--- src/design/node_address_table_and_command_framer_macros.svh ---
// ----------------------------------------------------------------------------
// Assertion macros for the node address table and command framer
// Shared property shapes for the sequencer and the datapath.
// ----------------------------------------------------------------------------
`ifndef NODE_ADDRESS_TABLE_AND_COMMAND_FRAMER_MACROS_SVH
`define NODE_ADDRESS_TABLE_AND_COMMAND_FRAMER_MACROS_SVH

// Same-cycle implication
`define NATCF_ASSERT(label, clk, rst, ante, cons, msg) \
   label: assert property (@(posedge clk) disable iff (rst) (ante) |-> (cons)) \
      else $error(msg);

// Next-cycle implication
`define NATCF_ASSERT_NXT(label, clk, rst, ante, cons, msg) \
   label: assert property (@(posedge clk) disable iff (rst) (ante) |=> (cons)) \
      else $error(msg);

`endif

--- src/design/natcf_pkg.sv ---
// ----------------------------------------------------------------------------
// natcf_pkg
// Types, constants and the microcode table of the address table and framer.
// ----------------------------------------------------------------------------
package natcf_pkg;

   localparam int TABLE_DEPTH_DEF = 32;
   localparam int FRAME_BYTES     = 50;
   localparam int PC_W            = 6;

   // Frame constants
   localparam logic [7:0] LEARN_TYPE  = 8'h90;
   localparam logic [7:0] DELIM       = 8'h7E;
   localparam logic [7:0] LEN_HI      = 8'h00;
   localparam logic [7:0] LEN_LO      = 8'h2E;
   localparam logic [7:0] TX_REQ      = 8'h10;
   localparam logic [7:0] FRAME_ID    = 8'h01;
   localparam logic [7:0] NET_HI      = 8'hFF;
   localparam logic [7:0] NET_LO      = 8'hFE;
   localparam logic [7:0] ENDPT       = 8'h30;
   localparam logic [7:0] CLUSTER     = 8'h8A;
   localparam logic [7:0] ZERO_BYTE   = 8'h00;

   // Program layout
   localparam logic [PC_W-1:0] STEP_IDLE   = 6'd0;
   localparam logic [PC_W-1:0] STEP_LCHECK = 6'd1;
   localparam logic [PC_W-1:0] STEP_SEARCH = 6'd2;
   localparam logic [PC_W-1:0] STEP_STORE  = 6'd3;
   localparam logic [PC_W-1:0] STEP_REPORT = 6'd4;
   localparam logic [PC_W-1:0] STEP_CREAD  = 6'd5;
   localparam logic [PC_W-1:0] STEP_CLOAD  = 6'd6;
   localparam logic [PC_W-1:0] STEP_FRAME  = 6'd7;
   localparam logic [PC_W-1:0] STEP_LAST   = 6'd56;

   typedef enum logic [2:0] {
      J_NEXT,
      J_GOTO,
      J_DISPATCH,
      J_LCHECK,
      J_SEARCH
   } jump_type;

   typedef enum logic [2:0] {
      SRC_ZERO,
      SRC_CONST,
      SRC_ADDR,
      SRC_CHAN,
      SRC_LEVEL,
      SRC_SUM
   } src_type;

   typedef enum logic [2:0] {
      OP_NONE,
      OP_SRCH_START,
      OP_SRCH_STEP,
      OP_STORE,
      OP_CMD_READ,
      OP_CMD_LOAD
   } op_type;

   typedef struct packed {
      jump_type        cond;
      logic [PC_W-1:0] target;
      op_type          op;
      src_type         src;
      logic [7:0]      value;
      logic            emit;
      logic            kind;
      logic            last;
      logic            sum_en;
   } ucode_type;

   typedef struct packed {
      ucode_type uw;
      logic      adv;
      logic      accept;
   } ctl_type;

   typedef struct packed {
      logic lrn_ok;
      logic count_zero;
      logic match;
      logic search_done;
      logic slot_free;
   } status_type;

   // One frame byte step, by offset in the frame
   function automatic ucode_type frame_word(input logic [PC_W-1:0] ofs);
      ucode_type       w;
      logic [PC_W-1:0] rel;
      w        = '0;
      rel      = '0;
      w.cond   = J_NEXT;
      w.target = STEP_IDLE;
      w.op     = OP_NONE;
      w.src    = SRC_CONST;
      w.emit   = 1'b1;
      w.kind   = 1'b1;
      w.sum_en = (ofs >= 6'd3) && (ofs <= 6'd48);
      priority if (ofs == 6'd0) w.value = DELIM;
      else if (ofs == 6'd1) w.value = LEN_HI;
      else if (ofs == 6'd2) w.value = LEN_LO;
      else if (ofs == 6'd3) w.value = TX_REQ;
      else if (ofs == 6'd4) w.value = FRAME_ID;
      else if (ofs <= 6'd12) begin
         rel     = ofs - 6'd5;
         w.src   = SRC_ADDR;
         w.value = {5'd0, rel[2:0]};
      end
      else if (ofs == 6'd13) w.value = NET_HI;
      else if (ofs == 6'd14) w.value = NET_LO;
      else if (ofs == 6'd17) w.value = ENDPT;
      else if (ofs >= 6'd26 && ofs <= 6'd33) begin
         rel     = ofs - 6'd26;
         w.src   = SRC_ADDR;
         w.value = {5'd0, rel[2:0]};
      end
      else if (ofs == 6'd34) w.value = ENDPT;
      else if (ofs == 6'd35) w.value = CLUSTER;
      else if (ofs >= 6'd36 && ofs <= 6'd43) begin
         rel     = ofs - 6'd36;
         w.src   = SRC_ADDR;
         w.value = {5'd0, rel[2:0]};
      end
      else if (ofs == 6'd44) w.src = SRC_CHAN;
      else if (ofs == 6'd45) w.src = SRC_LEVEL;
      else if (ofs == 6'd49) begin
         w.src  = SRC_SUM;
         w.last = 1'b1;
         w.cond = J_GOTO;
      end
      else w.value = ZERO_BYTE;
      return w;
   endfunction

   // Control store
   function automatic ucode_type ucode_rom(input logic [PC_W-1:0] pc);
      ucode_type w;
      w        = '0;
      w.cond   = J_NEXT;
      w.target = STEP_IDLE;
      w.op     = OP_NONE;
      w.src    = SRC_ZERO;
      priority if (pc == STEP_IDLE) w.cond = J_DISPATCH;
      else if (pc == STEP_LCHECK) begin
         w.cond = J_LCHECK;
         w.op   = OP_SRCH_START;
      end
      else if (pc == STEP_SEARCH) begin
         w.cond = J_SEARCH;
         w.op   = OP_SRCH_STEP;
      end
      else if (pc == STEP_STORE) w.op = OP_STORE;
      else if (pc == STEP_REPORT) begin
         w.cond = J_GOTO;
         w.emit = 1'b1;
         w.last = 1'b1;
      end
      else if (pc == STEP_CREAD) w.op = OP_CMD_READ;
      else if (pc == STEP_CLOAD) w.op = OP_CMD_LOAD;
      else if (pc <= STEP_LAST) w = frame_word(pc - STEP_FRAME);
      else w.cond = J_GOTO;
      return w;
   endfunction

endpackage

--- src/design/natcf_seq.sv ---
// ----------------------------------------------------------------------------
// natcf_seq
// Step counter and control store; picks the next step from datapath status.
// ----------------------------------------------------------------------------
module natcf_seq (
   input  logic                  clock,
   input  logic                  reset,
   input  logic                  req_valid,
   input  logic                  req_func,
   output logic                  req_ready,
   input  natcf_pkg::status_type status,
   output natcf_pkg::ctl_type    ctl
);
   import natcf_pkg::*;
   `include "node_address_table_and_command_framer_macros.svh"

   logic [PC_W-1:0] pc_ff;
   logic [PC_W-1:0] pc_in;
   ucode_type       uw;
   logic            adv;
   logic            accept;

   assign uw        = ucode_rom(pc_ff);
   // hold an emitting step while the result register is occupied and not being taken
   assign adv       = !(uw.emit && !status.slot_free);
   assign req_ready = (uw.cond == J_DISPATCH);
   assign accept    = req_valid && req_ready;
   assign ctl       = '{uw: uw, adv: adv, accept: accept};

   always_comb begin
      pc_in = pc_ff;
      unique case (uw.cond)
         J_NEXT: begin
            if (adv) pc_in = pc_ff + PC_W'(1);
         end
         J_GOTO: begin
            if (adv) pc_in = uw.target;
         end
         J_DISPATCH: begin
            if (req_valid) pc_in = req_func ? STEP_CREAD : STEP_LCHECK;
         end
         J_LCHECK: begin
            priority if (!status.lrn_ok) pc_in = STEP_REPORT;
            else if (status.count_zero) pc_in = STEP_STORE;
            else pc_in = pc_ff + PC_W'(1);
         end
         J_SEARCH: begin
            priority if (status.match) pc_in = STEP_REPORT;
            else if (status.search_done) pc_in = STEP_STORE;
            else pc_in = pc_ff;
         end
         default: pc_in = STEP_IDLE;
      endcase
   end

   always_ff @(posedge clock) begin
      if (reset) begin
         pc_ff <= STEP_IDLE;
      end else begin
         pc_ff <= pc_in;
      end
   end

   `NATCF_ASSERT_NXT(a_dispatch, clock, reset, accept,
      pc_ff == STEP_LCHECK || pc_ff == STEP_CREAD, "accept did not dispatch")
   `NATCF_ASSERT(a_pc_range, clock, reset, 1'b1, pc_ff <= STEP_LAST,
      "step counter out of program")
   `NATCF_ASSERT_NXT(a_last_idle, clock, reset, uw.emit && uw.last && adv,
      pc_ff == STEP_IDLE, "final result did not return to idle")

endmodule

--- src/design/natcf_dp.sv ---
// ----------------------------------------------------------------------------
// natcf_dp
// Address memory, search counter, frame byte select, checksum, result register.
// ----------------------------------------------------------------------------
module natcf_dp #(
   parameter int TABLE_DEPTH = natcf_pkg::TABLE_DEPTH_DEF
) (
   input  logic                  clock,
   input  logic                  reset,
   input  natcf_pkg::ctl_type    ctl,
   output natcf_pkg::status_type status,
   input  logic [7:0]            req_frame_type,
   input  logic [63:0]           req_source_address,
   input  logic [4:0]            req_entry_index,
   input  logic [7:0]            req_channel,
   input  logic [7:0]            req_level,
   input  logic                  rsp_ready,
   output logic                  rsp_valid,
   output logic                  rsp_kind,
   output logic [7:0]            rsp_tx_byte,
   output logic                  rsp_last,
   output logic                  rsp_added,
   output logic [5:0]            rsp_entry_count
);
   import natcf_pkg::*;
   `include "node_address_table_and_command_framer_macros.svh"

   localparam int CNT_W = $clog2(TABLE_DEPTH + 1);
   localparam int IDX_W = (TABLE_DEPTH > 1) ? $clog2(TABLE_DEPTH) : 1;

   logic [63:0]      mem [TABLE_DEPTH];
   logic [63:0]      rdata_ff;
   logic [IDX_W-1:0] rd_addr;

   logic [7:0]       type_ff;
   logic [4:0]       idx_ff;
   logic [7:0]       chan_ff;
   logic [7:0]       lvl_ff;
   logic [63:0]      addr_ff;
   logic [CNT_W-1:0] count_ff;
   logic [CNT_W-1:0] sidx_ff;
   logic             added_ff;
   logic [7:0]       sum_ff;

   logic             rsp_valid_ff;
   logic             rsp_kind_ff;
   logic [7:0]       rsp_byte_ff;
   logic             rsp_last_ff;
   logic             rsp_added_ff;
   logic [5:0]       rsp_count_ff;

   logic [8:0]       idx9;
   logic [8:0]       cnt9;
   logic [7:0][7:0]  addr_bytes;
   logic [7:0]       sel_byte;
   logic             emit_go;
   ucode_type        uw;

   assign uw         = ctl.uw;
   assign idx9       = {4'd0, idx_ff};
   assign cnt9       = 9'(count_ff);
   assign addr_bytes = addr_ff;
   assign emit_go    = uw.emit && ctl.adv;

   assign status.lrn_ok      = (type_ff == LEARN_TYPE) && (count_ff < CNT_W'(TABLE_DEPTH));
   assign status.count_zero  = (count_ff == '0);
   assign status.match       = (rdata_ff == addr_ff);
   assign status.search_done = (sidx_ff == count_ff);
   assign status.slot_free   = !rsp_valid_ff || rsp_ready;

   always_comb begin
      unique case (uw.op)
         OP_CMD_READ:   rd_addr = idx9[IDX_W-1:0];
         OP_SRCH_START: rd_addr = '0;
         default:       rd_addr = sidx_ff[IDX_W-1:0];
      endcase
   end

   always_comb begin
      unique case (uw.src)
         SRC_CONST: sel_byte = uw.value;
         SRC_ADDR:  sel_byte = addr_bytes[3'd7 - uw.value[2:0]];
         SRC_CHAN:  sel_byte = chan_ff;
         SRC_LEVEL: sel_byte = lvl_ff;
         SRC_SUM:   sel_byte = ~sum_ff;
         default:   sel_byte = ZERO_BYTE;
      endcase
   end

   // address memory: one write port, one registered read port
   always_ff @(posedge clock) begin
      rdata_ff <= mem[rd_addr];
      if (uw.op == OP_STORE && ctl.adv) begin
         mem[count_ff[IDX_W-1:0]] <= addr_ff;
      end
   end

   // transaction fields and working registers
   always_ff @(posedge clock) begin
      if (ctl.accept) begin
         type_ff <= req_frame_type;
         idx_ff  <= req_entry_index;
         chan_ff <= req_channel;
         lvl_ff  <= req_level;
         addr_ff <= req_source_address;
      end else if (uw.op == OP_CMD_LOAD && ctl.adv) begin
         // entries at or past the fill count read as zero
         addr_ff <= (idx9 < cnt9) ? rdata_ff : 64'd0;
      end
      if (uw.op == OP_SRCH_START) begin
         sidx_ff <= CNT_W'(1);
      end else if (uw.op == OP_SRCH_STEP) begin
         sidx_ff <= sidx_ff + CNT_W'(1);
      end
      if (uw.op == OP_CMD_READ) begin
         sum_ff <= '0;
      end else if (emit_go && uw.sum_en) begin
         sum_ff <= sum_ff + sel_byte;
      end
   end

   always_ff @(posedge clock) begin
      if (reset) begin
         count_ff <= '0;
         added_ff <= 1'b0;
      end else begin
         if (ctl.accept) begin
            added_ff <= 1'b0;
         end else if (uw.op == OP_STORE && ctl.adv) begin
            added_ff <= 1'b1;
            count_ff <= count_ff + CNT_W'(1);
         end
      end
   end

   // result register
   always_ff @(posedge clock) begin
      if (reset) begin
         rsp_valid_ff <= 1'b0;
      end else if (emit_go) begin
         rsp_valid_ff <= 1'b1;
      end else if (rsp_ready) begin
         rsp_valid_ff <= 1'b0;
      end
      if (emit_go) begin
         rsp_kind_ff  <= uw.kind;
         rsp_byte_ff  <= sel_byte;
         rsp_last_ff  <= uw.last;
         rsp_added_ff <= uw.kind ? 1'b0 : added_ff;
         rsp_count_ff <= cnt9[5:0];
      end
   end

   assign rsp_valid       = rsp_valid_ff;
   assign rsp_kind        = rsp_kind_ff;
   assign rsp_tx_byte     = rsp_byte_ff;
   assign rsp_last        = rsp_last_ff;
   assign rsp_added       = rsp_added_ff;
   assign rsp_entry_count = rsp_count_ff;

   `NATCF_ASSERT(a_count_max, clock, reset, 1'b1, count_ff <= CNT_W'(TABLE_DEPTH),
      "fill count beyond table depth")
   `NATCF_ASSERT(a_store_room, clock, reset, uw.op == OP_STORE && ctl.adv,
      count_ff < CNT_W'(TABLE_DEPTH), "store into a full table")
   `NATCF_ASSERT_NXT(a_unlearned_zero, clock, reset,
      uw.op == OP_CMD_LOAD && ctl.adv && idx9 >= cnt9,
      addr_ff == 64'd0, "unlearned entry did not read as zero")

endmodule

--- src/design/node_address_table_and_command_framer.sv ---
// ----------------------------------------------------------------------------
// node_address_table_and_command_framer
// Learns node addresses from received frames and builds 50-byte command frames.
// ----------------------------------------------------------------------------
//  channel   ports                       direction
//  request   req_valid / req_ready       in   func, type, address, index, chan, level
//  response  rsp_valid / rsp_ready       out  kind, byte, last, added, entry count
//
//  Learn transaction: compares stored entries in turn (at most the fill count), then
//  stores the address when none matches; one memory read per cycle on the single read port.
//  Command transaction: one frame byte per cycle after the entry read, while the result register is free.
//  Reset empties the table by clearing its fill count; no clearing pass.
//  A byte step holds while the result register is full and not taken.
// ----------------------------------------------------------------------------
module node_address_table_and_command_framer #(
   parameter int TABLE_DEPTH = natcf_pkg::TABLE_DEPTH_DEF
) (
   input  logic        clock,
   input  logic        reset,
   input  logic        req_valid,
   output logic        req_ready,
   input  logic        req_func,
   input  logic [7:0]  req_frame_type,
   input  logic [63:0] req_source_address,
   input  logic [4:0]  req_entry_index,
   input  logic [7:0]  req_channel,
   input  logic [7:0]  req_level,
   output logic        rsp_valid,
   input  logic        rsp_ready,
   output logic        rsp_kind,
   output logic [7:0]  rsp_tx_byte,
   output logic        rsp_last,
   output logic        rsp_added,
   output logic [5:0]  rsp_entry_count
);
   import natcf_pkg::*;

   ctl_type    ctl;
   status_type status;

   natcf_seq u_seq (
      .clock     (clock),
      .reset     (reset),
      .req_valid (req_valid),
      .req_func  (req_func),
      .req_ready (req_ready),
      .status    (status),
      .ctl       (ctl)
   );

   natcf_dp #(
      .TABLE_DEPTH (TABLE_DEPTH)
   ) u_dp (
      .clock              (clock),
      .reset              (reset),
      .ctl                (ctl),
      .status             (status),
      .req_frame_type     (req_frame_type),
      .req_source_address (req_source_address),
      .req_entry_index    (req_entry_index),
      .req_channel        (req_channel),
      .req_level          (req_level),
      .rsp_ready          (rsp_ready),
      .rsp_valid          (rsp_valid),
      .rsp_kind           (rsp_kind),
      .rsp_tx_byte        (rsp_tx_byte),
      .rsp_last           (rsp_last),
      .rsp_added          (rsp_added),
      .rsp_entry_count    (rsp_entry_count)
   );

endmodule
--- config.mk ---
export PLATFORM = sky130hd
export DESIGN_NAME = node_address_table_and_command_framer
export DESIGN_NICKNAME = d
export VERILOG_FILES = /design/src/design/natcf_pkg.sv /design/src/design/natcf_seq.sv /design/src/design/natcf_dp.sv /design/src/design/node_address_table_and_command_framer.sv
export VERILOG_INCLUDE_DIRS = /design/src /design/src/design
export SDC_FILE = /design/constraint.sdc
export NUM_CORES = 2
export LEC_CHECK = 0
export BUFFER_PORTS_ARGS = -buffer_cell sky130_fd_sc_hd__buf_2
export CAP_MARGIN = 20
export CELL_PAD_IN_SITES_DETAIL_PLACEMENT = 0
export CELL_PAD_IN_SITES_GLOBAL_PLACEMENT = 2
export CORE_UTILIZATION = 30
export DETAILED_ROUTE_END_ITERATION = 12
export PLACE_DENSITY_LB_ADDON = 0.12
export SYNTH_ARGS = -nofsm -noshare
export SYNTH_HDL_FRONTEND = slang
export SYNTH_SLANG_ARGS = --single-unit
--- constraint.sdc ---
create_clock -name clock -period 15.15 [get_ports clock]
set_input_delay 2.2725 -clock clock [delete_from_list [all_inputs] [get_ports clock]]
set_output_delay 2.2725 -clock clock [all_outputs]
set_load 0.05 [all_outputs]
* Word-level counts from Yosys, hierarchy flattened
Memory sizes are Yosys's and may differ from the RTL's. A register that Yosys moved wholly into a read port is not among the register bits.
Index checks and enable logic that the tools add are counted.
Widths: inputs -> output; s select.
** Word-level totals
- Register bits after elaboration :: 138
- Latch bits :: 0
- RAM bits :: 2048
- ROM bits :: 0
- Memories :: 1
** Memories
- u_dp.mem :: words 32, width 64, read ports 1, clocked after memory_dff 1, wr ports 1, RTL line natcf_dp.sv:31 : logic [63:0] mem [TABLE_DEPTH];
** Cells by class
- Add/subtract/negate cells :: 9
- $mul :: 0
- Div/mod/pow operators :: 0
- Magnitude comparators :: 11
- Equality and inequality tests :: 39
- Shift operators :: 0
- Mux-type cells :: 125
- Bitwise operators :: 2
- Reductions and logical operators :: 24
** Operators with widths (count)
- $mux 24 :: 8
- $mux 64 :: 3
- $mux 11 :: 16
- $mux 3 :: 39
- $mux 15 :: 6
- $mux 8 :: 11
- $eq 64x64->1 :: 1
- $mux 6 :: 9
- $pmux 8 s5 :: 1
- $eq 6x6->1 const B :: 5
- $pmux 6 s5 :: 1
- $mux 9 :: 3
- $mux 1 :: 25
- $bmux 8 s3 :: 1
- $eq 6x2->1 const B :: 4
- $eq 6x3->1 const B :: 4
- $le 6x6->1 const B :: 4
- $mux 20 :: 1
- $add 6x1->6 const B :: 3
- $eq 3x2->1 const B :: 6
- $logic_not 6->1 :: 3
- $eq 3x3->1 const B :: 5
- $eq 6x1->1 const B :: 2
- $eq 6x4->1 const B :: 2
- other kinds (30) :: 47

* Logic depth before layout (Yosys ltp)
- Depth in word-level cells :: 51
- Gate-level depth with buffers :: 28

* Modules after synthesis
A second synthesis with hierarchy kept.
** Unflattened totals
- Cells, all modules :: 6847
- Area total of the unflattened synthesis :: 90519.3 um2
** Modules (own cells, without submodules)
- natcf_dp :: times used 1, cells each 6607, area an instance 88872.7 um2
- natcf_seq :: times used 1, cells each 240, area an instance 1646.6 um2

* Worst setup path before layout
OpenSTA, ideal clock, no wires.
- Path type :: reg-to-reg
- Start :: reg u_seq.pc_ff[0]
- End :: reg u_dp.addr_ff[0] (netlist: u_dp.addr_bytes[0]) (enable)
- Library setup time :: 0.574 ns
- Arrival :: 5.870 ns
- Data required time :: 14.576 ns
- Path slack :: 8.705 ns
- Cell stages (with the launch flop) :: 8
- Buffers on the path :: 2
- Clock period less this slack :: 6.445 ns
- Cells stage by stage :: dfxtp_1 > buf_2 > inv_1 > ha_1 > clkbuf_1 > nor2_1 > nand2_1 > o21ai_0
** On the way
- Cells in the longest elaborated chain, start to end :: 29
** Ends and longest elaborated chain
- from (decl) :: RTL line natcf_seq.sv:17 : logic [PC_W-1:0] pc_ff;
- from (signal assigned) :: RTL line natcf_seq.sv:60 : pc_ff <= pc_in;
- $sub 6x3->6 :: RTL line natcf_pkg.sv:161 : else if (pc <= STEP_LAST) w = frame_word(pc - STEP_FRAME);
- $eq 6x6->1 :: RTL line natcf_pkg.sv:127 : else if (ofs == 6'd49) begin
- $mux 1 :: RTL line natcf_pkg.sv:127
- $mux 3 :: RTL line natcf_pkg.sv:126 : else if (ofs == 6'd45) w.src = SRC_LEVEL;
- $mux 3 :: RTL line natcf_pkg.sv:125 : else if (ofs == 6'd44) w.src = SRC_CHAN;
- $mux 3 :: RTL line natcf_pkg.sv:120 : else if (ofs >= 6'd36 && ofs <= 6'd43) begin
- $mux 3 :: RTL line natcf_pkg.sv:119 : else if (ofs == 6'd35) w.value = CLUSTER;
- $mux 3 :: RTL line natcf_pkg.sv:118 : else if (ofs == 6'd34) w.value = ENDPT;
- [13 not listed]
- $mux 3 :: RTL line natcf_pkg.sv:154 : else if (pc == STEP_REPORT) begin
- $mux 9 :: RTL line natcf_pkg.sv:153 : else if (pc == STEP_STORE) w.op = OP_STORE;
- $mux 3 :: RTL line natcf_pkg.sv:149 : else if (pc == STEP_SEARCH) begin
- $mux 3 :: RTL line natcf_pkg.sv:145 : else if (pc == STEP_LCHECK) begin
- $mux 3 :: RTL line natcf_pkg.sv:144 : priority if (pc == STEP_IDLE) w.cond = J_DISPATCH;
- $eq 3x2->1 :: RTL line natcf_seq.sv:26 : assign req_ready = (uw.cond == J_DISPATCH);
- $logic_and 1x1->1 :: RTL line natcf_seq.sv:27 : assign accept = req_valid && req_ready;
- $reduce_bool 2->1 (no source line) (*)
- to (signal assigned) :: RTL line natcf_dp.sv:105 : addr_ff <= req_source_address;
- to (signal assigned) :: RTL line natcf_dp.sv:108 : addr_ff <= (idx9 < cnt9) ? rdata_ff : 64'd0;
- to (decl) :: RTL line natcf_dp.sv:39 : logic [63:0] addr_ff;
Mark *: on every way between the ends. The rest lies on a longest branch, timed or not. The select of a mux whose other input is x is not followed.
A chain may end at the register's enable or synchronous reset.

* Worst setup path in the final report
- Start :: reg u_seq.pc_ff[0]
- End :: reg u_dp.sum_ff[7]
** On the way
- Cells in the longest elaborated chain, start to end :: 49
** Ends and longest elaborated chain
- $sub 6x3->6 :: RTL line natcf_pkg.sv:161
- $ge 6x6->1, or another cell as far along :: RTL line natcf_pkg.sv:120
- $logic_and 1x1->1 / $mux 3 (equally long branches) :: RTL line natcf_pkg.sv:120, natcf_pkg.sv:127
- $mux 11 / $mux 3 (equally long branches) :: RTL line natcf_pkg.sv:120, natcf_pkg.sv:126
- $mux 8 / $mux 3 (equally long branches) :: RTL line natcf_pkg.sv:119, natcf_pkg.sv:125
- $mux 8 / $mux 11 (equally long branches) :: RTL line natcf_pkg.sv:118, natcf_pkg.sv:120
- $mux 11 / $mux 3 (equally long branches) :: RTL line natcf_pkg.sv:113, natcf_pkg.sv:119
- $mux 8 / $mux 3 (equally long branches) :: RTL line natcf_pkg.sv:112, natcf_pkg.sv:118
- [34 not listed]
- $mux 15, on equally long branches :: RTL line natcf_pkg.sv:145, natcf_pkg.sv:153
- $mux 24 (*) :: RTL line natcf_pkg.sv:144
- $sub 3x3->3 / $mux 15 (equally long branches) :: RTL line natcf_dp.sv:82, natcf_pkg.sv:145
- $bmux 8 s3 / $mux 24 (equally long branches) :: RTL line natcf_dp.sv:82, natcf_pkg.sv:144
- $mux 8 (not written as such), or another cell as far along :: RTL line natcf_dp.sv:82 : SRC_ADDR: sel_byte = addr_bytes[3'd7 - uw.value[2:0]];
- $pmux 8 s5 (*) :: RTL line natcf_dp.sv:80 : unique case (uw.src)
- net u_dp.sel_byte[0] :: RTL line natcf_dp.sv:55 : logic [7:0] sel_byte;
- $add 8x8->8 (*) :: RTL line natcf_dp.sv:118 : sum_ff <= sum_ff + sel_byte;
- to (signal assigned) :: RTL line natcf_dp.sv:118
- to (decl) :: RTL line natcf_dp.sv:43 : logic [7:0] sum_ff;
The timed path passes the listed nets; every way through them passes the cells marked *. The select of a mux whose other input is x is not followed.

==> results.json <==
{
  "cts-root-buf": "clkbuf_16",
  "fmax_mhz": 142,
  "grtUsageMet3": 0.0316,
  "post-route-drc-count": 0,
  "place_ws_ns": 8.25,
  "cts.repair.resized": 0,
  "p_switching_uw": 6520,
  "area_delta_synth_final_pct": 15.4,
  "synth_top_area_frac": 0.716,
  "worst-setup-path-type": "flop to flop",
  "period_share": 0.466,
  "ant_nets": 0,
  "hp-class": "flop to flop",
  "setup_viol_count_final": 0,
  "dieWidth_um": 551,
  "syn_inst": 7087,
  "crit_buf_inv": 1,
  "maxCapViolations": 0,
  "clock_latency_ns": 0.90,
  "core_area_sq_mm": 0.300,
  "holdBufCountCts": 0,
  "rsz0062_at_grt": "no",
  "ctsHtreeMaxLevel": 5,
  "cpMaxStageDelayCell": "a21oi_4",
  "synth_ff_type": "edfxtp_1",
  "critPathTopFamily": "compound AO/OA/AOI/OAI gates",
  "busiest_layer": "met2",
  "outcome": "completed",
  "grt_max_degree": 159,
  "use_met2": 0.338,
  "clockBufferDepth": 4,
  "async_flop_share": 0,
  "clock-sinks": 2250,
  "ys_warn_count": 0,
  "max-vdd-ir-drop_mv": 0.134,
  "power_uw": 18900,
  "period_needed_ns": 7.06,
  "p_seq_frac": 0.420,
  "row_count": 201,
  "fin_nets": 7308,
  "yosys-top-cells-count": "nand2_1 (2212), edfxtp_1 (2158), nand3_1 (786), clkbuf_1 (410), a311oi_1 (321)",
  "fillCellCount": 29389,
  "tns_ns": 0,
  "p_comb_frac": 0.256,
  "synthTopCellsByArea": "edfxtp_1 (72%), nand2_1 (9.2%), nand3_1 (4.3%)",
  "multi_input_area_sq_mm": 0.0222,
  "dr.pass1.iters": 5,
  "end_kind": "flop",
  "layout_setup_ws_ns": 8.09,
  "cpPeakStageDelay_ns": 0.88,
  "synth_nets": 7208,
  "worst_clock_skew_ns": 0.0490,
  "drt-initial-drc-count": 6022,
  "syn_area_per_cell_sq_um": 12.8,
  "vias": 58942,
  "hold_violations": 0,
  "vias_per_cell": 5.19,
  "yosysMostFrequentCell": "nand2_1",
  "hpwl_um": 165000,
  "numCtsBuffers": 269,
  "io_pins": 117,
  "crit_path_max_fanout": 37,
  "p_per_area_mw_per_mm2": 181,
  "fin_cells": 11361,
  "tightest_slew_ns": 1.22,
  "grt_overflow": 0,
  "wire_per_inst_um": 29.3,
  "gp_congestion": 0.795,
  "p_int_uw": 12400,
  "swShare": 0.345,
  "synth_edf_count": 2158,
  "cp.arrival_ns": 7.85,
  "grt_antenna_before_repair": 37,
  "synth_area_sq_mm": 0.0905,
  "relSlewSlack": 0.188,
  "die_h_um": 551,
  "cts_setup_buffers": 0,
  "grt_pass1_wl_um": 461000,
  "startpoint_type": "flop",
  "finish.instance_area_sq_mm": 0.104,
  "path_clk_slew_ns": 0.07,
  "yosysSeqAreaShare": 0.737,
  "grt_use_total": 0.215,
  "drive_gt1_frac": 0.0993,
  "leakagePower_uw": 0.0360,
  "ys_ff_latch": 2250,
  "cpMostUsedCell": "a21oi_1",
  "start_util": 0.302,
  "numPortBuffers": 116,
  "finalMaxSlewViolations": 0,
  "place_inst": 10870,
  "wirelength_um": 332000,
  "grt_pass1_vias": 58155,
  "seq_area_sq_mm": 0.0666,
  "die_area_sq_mm": 0.304,
  "synth_largest_area_cell": "edfxtp_1",
  "clkPwrFrac": 0.324,
  "synth.distinct_cells": 72,
  "dpl_cell_area_sq_mm": 0.0962,
  "tritoncts": "built",
  "globalRouteMet1Util": 0.309,
  "critPathRequiredTime_ns": 15.94
}
==> layout by cell type, fill, tap and decap left out, types with 18 or more instances in the layout <==
cell type | synthesis | final
nor2_1 | 95 | 62
mux2i_1 | 27 | 27
a21oi_1 | 41 | 41
and3_1 | 200 | 200
nand2_1 | 2212 | 2211
nand3_1 | 786 | 786
nor2_4 | 0 | 33
ha_1 | 22 | 22
a21o_1 | 69 | 69
o21ai_0 | 82 | 81
buf_2 | 29 | 117
clkinv_2 | 0 | 26
a311oi_1 | 321 | 321
clkinv_1 | 1 | 59
a211oi_1 | 79 | 79
xor2_1 | 74 | 74
buf_4 | 2 | 184
clkbuf_16 | 0 | 276
clkbuf_1 | 410 | 85
inv_1 | 21 | 20
dfxtp_1 | 92 | 92
a31oi_1 | 131 | 131
edfxtp_1 | 2158 | 2158
buf_12 | 0 | 18
==> worst reg2reg max path, cell delays in order, from the launching register on <==
cell and delay (ns):
dfxtp_1 0.58, ha_1 0.84, xor2_1 0.38, inv_1 0.24
ha_1 0.18, a21oi_1 0.06, nand2_1 0.10, and4_1 0.27
o221ai_1 0.22, a21oi_4 0.88, nor2b_1 0.13, a211oi_1 0.27
a211oi_1 0.09, a21oi_1 0.29, o21ai_0 0.19, ha_1 0.24
a21o_1 0.18, a21oi_1 0.22, o21bai_1 0.09, a21oi_1 0.23
o21bai_1 0.09, a21oi_1 0.37, nand2_1 0.11, or4_1 0.42
and4b_1 0.23, o211ai_1 0.08
==> cells by family after synthesis <==
kind of cell	count (synthesis)	share of synthesized area
flip-flops	2250	0.737
buffers and inverters	516	0.0221
adder cells (fa/ha/maj)	23	0.00326
AND/OR/NAND/NOR	3385	0.160
XOR/XNOR	90	0.00888
AO/OA/AOI/OAI	787	0.0652
multiplexers	36	0.00411
==> cell type report <==
class                   instances  area share
flip-flops and latches       2250       0.638
multi-input cells            4321       0.213
clock buffers                 372      0.0706
well taps                    3958      0.0474
repair buffers                323      0.0230
clock inverters               111     0.00727
inverters                      22    0.000839
diodes                          4   0.0000958
==> flip-flops by register name, indices dropped and copies added (netlist names), 5 cells and up <==
signal and count:
u_dp.rdata_ff 64, u_dp.lvl_ff 8, u_dp.rsp_tx_byte 8, u_dp.sum_ff 8
u_dp.idx_ff 5, u_dp.addr_bytes 64, u_dp.chan_ff 8, u_dp.mem 2048
u_dp.count_ff 6, u_dp.type_ff 8, u_dp.sidx_ff 6, u_dp.rsp_entry_count 6
u_seq.pc_ff 6
==> metrics by stage <==
step / utilization / hold slack, ns
floorplan: - / 0.406
global placement: 0.321 / 0.480
detailed placement: 0.321 / 0.490
CTS: 0.348 / 0.502
global route: 0.348 / 0.529
finish: 0.348 / 0.503
==> final timing paths <==
kind	start	end	slack, ns	cells past startpoint
worst min register to register	u_dp.added_ff	u_dp.added_ff	0.50	2
worst min-delay path	u_dp.added_ff	u_dp.added_ff	0.50	2
worst max-delay path	u_seq.pc_ff[0]	u_dp.sum_ff[7]	8.09	25
worst max register to register	u_seq.pc_ff[0]	u_dp.sum_ff[7]	8.09	25
==> metal layers <==
| layer | up-vias | routed length (um) |
|---|---|---|
| met5 | - | 34 |
| met4 | 6 | 9490 |
| met3 | 454 | 19000 |
| met2 | 1800 | 150000 |
| met1 | 30322 | 153000 |
| li1 | 26360 | - |
==> power groups by stage <==
stage	combinational, uW	sequential, uW	clock [uW]
floorplan	2550	8350	0
global placement	4870	8100	0
detailed placement	4880	8090	0
CTS	4890	7970	6280
global route	5290	7960	6490
finish	4840	7950	6120
Note: power is estimated with default switching activity, not from simulation.
